<file path="src/design/srm_pkg.sv">
// Shared types and constants for the serial register access master.
`default_nettype none
package srm_pkg;

    localparam int BITS_PER_FIELD = 8;

    localparam int STEP_W  = 6;
    localparam int PHASE_W = 8;

    localparam logic [STEP_W-1:0] STEP_IDLE   = STEP_W'(0);
    localparam logic [STEP_W-1:0] STEP_CLEAR  = STEP_W'(1);
    localparam logic [STEP_W-1:0] STEP_ENABLE = STEP_W'(2);
    localparam logic [STEP_W-1:0] ADDR_FIRST  = STEP_W'(3);
    localparam logic [STEP_W-1:0] ADDR_END    = STEP_W'(3 + 3 * BITS_PER_FIELD);
    localparam logic [STEP_W-1:0] WR_LAST     = STEP_W'(3 + 6 * BITS_PER_FIELD);
    localparam logic [STEP_W-1:0] RD_LAST     = STEP_W'(3 + 5 * BITS_PER_FIELD + 1);

    localparam logic [4:0] ADDR_MASK = 5'h1F;
    localparam logic [7:0] READ_FLAG = 8'h80;

    localparam int PIN_SEN   = 0;
    localparam int PIN_SCLK  = 1;
    localparam int PIN_SDATA = 2;

    localparam logic [1:0] SUB_DATA = 2'd0;
    localparam logic [1:0] SUB_RISE = 2'd1;
    localparam logic [1:0] SUB_FALL = 2'd2;

    localparam logic [PHASE_W-1:0] TICKS_RESET = PHASE_W'(4);

    typedef struct packed {
        logic [STEP_W-1:0]         step;
        logic [PHASE_W-1:0]        phase;
        logic [1:0]                sub;
        logic [BITS_PER_FIELD-1:0] shift_out;
        logic [BITS_PER_FIELD-1:0] shift_in;
        logic [2:0]                pins;
        logic                      is_read;
        logic                      dev;
        logic [BITS_PER_FIELD-1:0] held_data;
    } frame_state_t;

    typedef struct packed {
        logic                      req_valid;
        logic                      req_type;
        logic                      target_dev;
        logic [4:0]                reg_addr;
        logic [BITS_PER_FIELD-1:0] write_data;
        logic                      sdout_pin;
    } tick_in_t;

endpackage
`default_nettype wire

</file>
<file path="src/design/serial_register_access_master.sv">
// Top level of the three-wire serial register master.
//
// Each request on the input channel is one tick: it carries the request fields and the sampled
// device output line. Every accepted tick yields exactly one result, registered and shown in
// the next cycle, and a new tick is taken every cycle while the result side keeps up; the pace is
// set by the single frame-state register updated once per tick. A frame runs 51 pin changes for
// a write and 44 for a read, each held ticks_per_phase ticks (zero counts as one); requests that
// arrive during a frame, including its final tick, are dropped. ticks_per_phase resets to 4.
`default_nettype none
module serial_register_access_master (
    input  wire logic       clk,
    input  wire logic       rst_n,
    input  wire logic       cfg_wr_en,
    input  wire logic [7:0] cfg_wr_data,
    input  wire logic       in_valid,
    output logic            in_ready,
    input  wire logic       req_valid,
    input  wire logic       req_type,
    input  wire logic       target_dev,
    input  wire logic [4:0] reg_addr,
    input  wire logic [7:0] write_data,
    input  wire logic       sdout_pin,
    output logic            out_valid,
    input  wire logic       out_ready,
    output logic            sen_pin,
    output logic            sclk_pin,
    output logic            sdata_pin,
    output logic            pin_dev,
    output logic            busy_res,
    output logic            done_res,
    output logic [7:0]      read_data
);
    import srm_pkg::*;

    frame_state_t       state_reg;
    frame_state_t       state_next;
    tick_in_t           tick;
    logic [PHASE_W-1:0] ticks_reg;
    logic               done_reg;
    logic               done_next;
    logic               out_valid_reg;
    logic               accept;

    assign tick = '{req_valid: req_valid, req_type: req_type, target_dev: target_dev,
                    reg_addr: reg_addr, write_data: write_data, sdout_pin: sdout_pin};

    assign in_ready = !out_valid_reg || out_ready;
    assign accept   = in_valid && in_ready;

    srm_step u_step (
        .cur             (state_reg),
        .tick            (tick),
        .ticks_per_phase (ticks_reg),
        .nxt             (state_next),
        .done            (done_next)
    );

    always_ff @(posedge clk or negedge rst_n)
    begin
        if (!rst_n)
        begin
            ticks_reg <= TICKS_RESET;
        end
        else if (cfg_wr_en)
        begin
            ticks_reg <= cfg_wr_data;
        end
    end

    always_ff @(posedge clk or negedge rst_n)
    begin
        if (!rst_n)
        begin
            state_reg     <= '0;
            done_reg      <= 1'b0;
            out_valid_reg <= 1'b0;
        end
        else
        begin
            if (accept)
            begin
                state_reg <= state_next;
                done_reg  <= done_next;
            end
            if (accept)
            begin
                out_valid_reg <= 1'b1;
            end
            else if (out_ready)
            begin
                out_valid_reg <= 1'b0;
            end
        end
    end

    assign out_valid = out_valid_reg;
    assign sen_pin   = state_reg.pins[PIN_SEN];
    assign sclk_pin  = state_reg.pins[PIN_SCLK];
    assign sdata_pin = state_reg.pins[PIN_SDATA];
    assign pin_dev   = state_reg.dev;
    assign busy_res  = (state_reg.step != STEP_IDLE);
    assign done_res  = done_reg;
    assign read_data = state_reg.shift_in;

endmodule
`default_nettype wire

</file>
<file path="src/design/srm_step.sv">
// Next-state logic for one tick of a serial frame.
`default_nettype none
module srm_step (
    input  wire srm_pkg::frame_state_t      cur,
    input  wire srm_pkg::tick_in_t          tick,
    input  wire logic [srm_pkg::PHASE_W-1:0] ticks_per_phase,
    output srm_pkg::frame_state_t           nxt,
    output logic                            done
);
    import srm_pkg::*;

    logic [PHASE_W-1:0] hold;
    logic [PHASE_W-1:0] phase_inc;
    logic [STEP_W-1:0]  last;
    logic [STEP_W-1:0]  s;
    logic [1:0]         sub;
    logic [BITS_PER_FIELD-1:0] so;

    assign hold      = (ticks_per_phase == '0) ? PHASE_W'(1) : ticks_per_phase;
    assign phase_inc = cur.phase + PHASE_W'(1);
    assign last      = cur.is_read ? RD_LAST : WR_LAST;
    assign s         = cur.step + STEP_W'(1);
    assign sub       = (s == ADDR_FIRST || cur.sub == SUB_FALL) ? SUB_DATA : cur.sub + 2'd1;

    always_comb
    begin
        nxt  = cur;
        done = 1'b0;
        so   = cur.shift_out;
        if (cur.step == STEP_IDLE)
        begin
            if (tick.req_valid)
            begin
                nxt.is_read   = tick.req_type;
                nxt.dev       = tick.target_dev;
                nxt.held_data = tick.write_data;
                nxt.shift_out = {3'b000, tick.reg_addr & ADDR_MASK};
                if (tick.req_type)
                begin
                    nxt.shift_out = nxt.shift_out | READ_FLAG;
                    nxt.shift_in  = '0;
                end
                nxt.pins  = '0;
                nxt.phase = '0;
                nxt.sub   = SUB_DATA;
                nxt.step  = STEP_CLEAR;
            end
        end
        else if (phase_inc < hold)
        begin
            nxt.phase = phase_inc;
        end
        else
        begin
            nxt.phase = '0;
            if (cur.step >= last)
            begin
                nxt.step = STEP_IDLE;
                nxt.pins = '0;
                done     = 1'b1;
            end
            else
            begin
                nxt.step = s;
                nxt.sub  = sub;
                if (s == STEP_ENABLE)
                begin
                    nxt.pins[PIN_SEN] = 1'b1;
                end
                else if ((s >= ADDR_FIRST && s < ADDR_END)
                         || (!cur.is_read && s >= ADDR_END && s < WR_LAST))
                begin
                    if (s == ADDR_END)
                    begin
                        so = cur.held_data;
                    end
                    nxt.shift_out = so;
                    case (sub)
                        SUB_DATA: nxt.pins[PIN_SDATA] = so[BITS_PER_FIELD-1];
                        SUB_RISE: nxt.pins[PIN_SCLK]  = 1'b1;
                        default:
                        begin
                            nxt.pins[PIN_SCLK] = 1'b0;
                            nxt.shift_out      = {so[BITS_PER_FIELD-2:0], 1'b0};
                        end
                    endcase
                end
                else if (cur.is_read && s == ADDR_END)
                begin
                    nxt.pins[PIN_SDATA] = 1'b1;
                end
                else if (cur.is_read && s > ADDR_END && s < RD_LAST)
                begin
                    if (!s[0])
                    begin
                        nxt.shift_in       = {cur.shift_in[BITS_PER_FIELD-2:0], tick.sdout_pin};
                        nxt.pins[PIN_SCLK] = 1'b1;
                    end
                    else
                    begin
                        nxt.pins[PIN_SCLK] = 1'b0;
                    end
                end
                else
                begin
                    nxt.pins = '0;
                end
            end
        end
    end

endmodule
`default_nettype wire
</file>
<file path="config.mk">
export PLATFORM = sky130hd
export DESIGN_NAME = serial_register_access_master
export DESIGN_NICKNAME = d
export VERILOG_FILES = /design/src/design/srm_pkg.sv /design/src/design/serial_register_access_master.sv /design/src/design/srm_step.sv
export SDC_FILE = /design/constraint.sdc
export NUM_CORES = 1
export LEC_CHECK = 0
export BUFFER_PORTS_ARGS = -buffer_cell sky130_fd_sc_hd__buf_4
export CORE_UTILIZATION = 45
export CTS_CLUSTER_DIAMETER = 80
export DETAILED_ROUTE_END_ITERATION = 7
export SYNTH_ARGS = -nofsm -noshare
export SYNTH_HDL_FRONTEND = slang
export SYNTH_SLANG_ARGS = --single-unit
</file>
<file path="constraint.sdc">
create_clock -name clk -period 7.1 [get_ports clk]
set_clock_uncertainty 0.05 [all_clocks]
set_input_delay 0.71 -clock clk [delete_from_list [all_inputs] [get_ports clk]]
set_output_delay 0.71 -clock clk [all_outputs]
set_load 0.005 [all_outputs]
</file>
==> Implementation_results.wiki <==
{| class="wikitable"
! Metric !! Value
|-
| Status || complete, no violations
|-
| Area post-placement || 3840 um2
|-
| Number of nets still failing antenna checks after routing || 0
|-
| Post-layout minimum cycle time || 3790 ps
|-
| Final setup viols || 0
|-
| WL final || 7.84 mm
|-
| Switching part of the total || 42.9%
|-
| Share of post-route cells with drive strength above 1 || 21.1%
|-
| Die height || 90.9 um
|-
| Drt first-iter violations || 158
|-
| Total core area || 7690 um2
|-
| Buffering stage count on the worst path with inverters included || 0
|-
| Peak per-stage delay on the critical path || 960 ps
|-
| Global-route wire length before repair || 13.4 mm
|-
| Static leakage || 1.75 nW
|-
| Area growth from synthesis to layout || 10.8%
|-
| Synth warn || 0
|-
| Clock transition at the registers of the reported paths || 110 ps
|-
| Source-to-sink clock delay at the later pin of the worst-skew pair || 320 ps
|-
| Required @ worst endpoint || 7250 ps
|-
| R2r startpoint || state_reg[40]$_DFFE_PN0P_
|-
| Critical path depth in cells || 8
|-
| Cell with the most instances after synthesis || dfrtp_1
|-
| Floorplan die width || 90.9 um
|-
| Post-DR vias/cell || 5.74
|-
| Post-synthesis cell type with the largest combined area || dfrtp_1
|-
| TritonCTS buffer count || 5
|-
| Proportion of register bits with asynchronous set or reset after synthesis || 100%
|-
| Max Fanout on Critical Path || 19
|-
| Power per cell area || 349 nW/um2
|-
| Worst setup timing slack at the placement stage || 3400 ps
|-
| Number of nets produced by synthesis || 417
|-
| GR Util All Layers || 20.0%
|-
| Pins Over Slew Limit || 0
|-
| Mean Syn Cell Area || 9.64 um2
|-
| I/O Buffers || 45
|-
| Max Cap Violations || 0
|-
| Switching power of the nets || 0.590 mW
|-
| Final std cell area, no fill || 3940 um2
|-
| Number of synthesized flops with an enable pin || 0
|-
| Routed wire length per instance || 15.8 um
|-
| Slew Limit Headroom || 20.4%
|-
| Pre-Repair DR Iteration Count || 4
|-
| Final hold violations || 0
|-
| Relative contribution of the clock network to total power || 13.8%
|-
| Sequential fraction of design power || 36.7%
|-
| Post-CTS Resized || 0
|-
| Cell internal power dissipation || 0.784 mW
|-
| DP Wirelength || 5.59 mm
|-
| Tightest Hold Check Type || in -> async
|-
| CTS tree || built
|-
| Max stage delay cell, worst path || a311oi_2
|-
| Synthesized flop and latch total || 55
|-
| Arrival time at the worst endpoint || 3940 ps
|-
| Highest clock rate || 0.264 GHz
|-
| RD Place Congestion || 0.903
|-
| Synth cell types || 72
|-
| Post-layout total power || 1.37 mW
|-
| Initial standard-cell utilization of the core || 46.3%
|-
| Number of antenna repair diodes || 0
|-
| Family with the most delay on the worst path || compound AO/OA/AOI/OAI gates
|-
| Unrepaired setup endpoints after global routing || false
|-
| Tcrit/Tclk final || 53.4%
|-
| Initial antenna violation count || 0
|-
| Most numerous cell types in the synthesized netlist || 54 x dfrtp_1, 35 x nand2_1, 33 x o21ai_0
|-
| Setup bufs post-CTS || 0
|-
| Largest register FFs || 33
|-
| Worst r2r path cells || 8
|-
| Vias in the first global route || 2729
|-
| Capturing element type of the critical path || flip-flop
|-
| Sequential element share of the synthesized area || 38.7%
|-
| Ys flop type || dfrtp_1
|-
| End point of the critical path || state_reg[26]$_DFFE_PN0P_
|-
| Remaining Overflow, GRT || 0
|-
| Root buffer cell || clkbuf_8
|-
| Area of the die || 8260 um2
|-
| Total standard cell area after synthesis || 3560 um2
|-
| PnR worst setup slack || 3310 ps
|-
| CTS Hold Bufs || 0
|-
| Cells along the critical path || ha_1, a21bo_2, or3_1, a311oi_2, mux2i_1, and2_0, a211oi_1, mux2_1
|-
| Post-Syn Instances || 369
|-
| Type of origin of the critical path || flip-flop
|-
| Synth top area cells || dfrtp_1 38%, ha_1 6.3%, o21ai_0 4.6%, nand2_1 3.7%, mux2_2 3.5%
|-
| Combinational Power Share || 49.4%
|-
| Synth top area share || 38.0%
|-
| Launch point of the worst path || state_reg[40]$_DFFE_PN0P_
|-
| Drc violations || 0
|-
| Maximum number of pins on one net before global-route repair || 56
|-
| Worst r2r dst || state_reg[26]$_DFFE_PN0P_
|-
| Final total negative setup slack || 0 ps
|-
| Transition time at the pin with the least slew margin || 1190 ps
|-
| Peak supply drop || 0.133 mV
|-
| TritonCTS sink count || 55
|-
| Post-Route Utilization || 51.3%
|-
| Via count || 2848
|-
| Net count, final || 441
|-
| Worst setup slack for register-to-register paths || 3310 ps
|-
| Number of placement rows || 32
|-
| Class of the most critical setup path || reg -> reg
|-
| I/O pin cnt || 46
|-
| Clk buf depth || 2
|-
| # H-tree levels || 2
|}
placed cells by master (no fill, tap or decap), types with 4 or more instances in the layout:
master	n
mux2i_1	8
xnor2_1	5
nand3_1	12
mux2_1	5
a22o_1	12
nor3_1	10
o21ai_0	33
clkbuf_8	6
nand2_1	35
buf_4	45
a211o_1	4
o211ai_1	4
mux2_2	11
o221ai_1	4
o31ai_1	4
inv_1	18
nand2b_1	6
nor2_1	13
a21oi_1	13
ha_1	18
and3_1	7
and2_1	4
dfrtp_1	54
cells by family (layout without fill, tap and decap cells):
group | count (synthesis) | count (layout) | share of synthesized area, %
adder cells (fa/ha/maj) | 18 | 18 | 6.33
buffers and inverters | 47 | 72 | 7.14
AND/OR/NAND/NOR | 111 | 111 | 16.2
XOR/XNOR | 8 | 8 | 1.97
multiplexers | 25 | 25 | 7.74
flip-flops | 55 | 55 | 38.7
AO/OA/AOI/OAI | 105 | 105 | 21.9
how the worst min path moves through the flow:
stage	to	slack, ps	from
2_1_floorplan	done_res$_DFFE_PN0P_	360	rst_n
3_3_place_gp	state_reg[24]$_DFFE_PN0P_	430	state_reg[24]$_DFFE_PN0P_
3_5_place_dp	state_reg[24]$_DFFE_PN0P_	430	state_reg[24]$_DFFE_PN0P_
4_1_cts	sen_pin$_DFFE_PN0P_	410	rst_n
5_1_grt	read_data[4]$_DFFE_PN0P_	450	rst_n
6_report	read_data[4]$_DFFE_PN0P_	380	rst_n
area by class of cell:
type | count | area, um2
clock buffers | 6 | 82.6
clock inverters | 2 | 16.3
fillers | 733 | 3750
inverters | 19 | 73.8
multi-input cells | 267 | 1930
flip-flops and latches | 55 | 1380
well taps | 102 | 128
repair buffers | 45 | 338
layer usage:
| layer | routed length [um] | track usage [%] | vias up |
|---|---|---|---|
| met5 | 0 | 0 | - |
| met4 | 85 | 4.89 | 0 |
| met2 | 3780 | 32.8 | 70 |
| li1 | - | - | 1385 |
| met1 | 3700 | 27.7 | 1384 |
| met3 | 272 | 3.03 | 9 |
per-stage QoR:
stage,cells,hold slack (ps)
6_report,496,382
5_1_grt,496,452
4_1_cts,496,408
3_5_place_dp,488,435
3_3_place_gp,488,425
2_1_floorplan,369,364
power groups by stage:
stage | Sequential [mW] | Combinational, mW | Clock (mW)
finish | 0.505 | 0.679 | 0.190
floorplan | 0.458 | 0.568 | 0
detailed placement | 0.512 | 0.678 | 0
global placement | 0.510 | 0.668 | 0
CTS | 0.505 | 0.683 | 0.199
global route | 0.522 | 0.766 | 0.208
No activity file was read; power rests on OpenSTA's default activity.
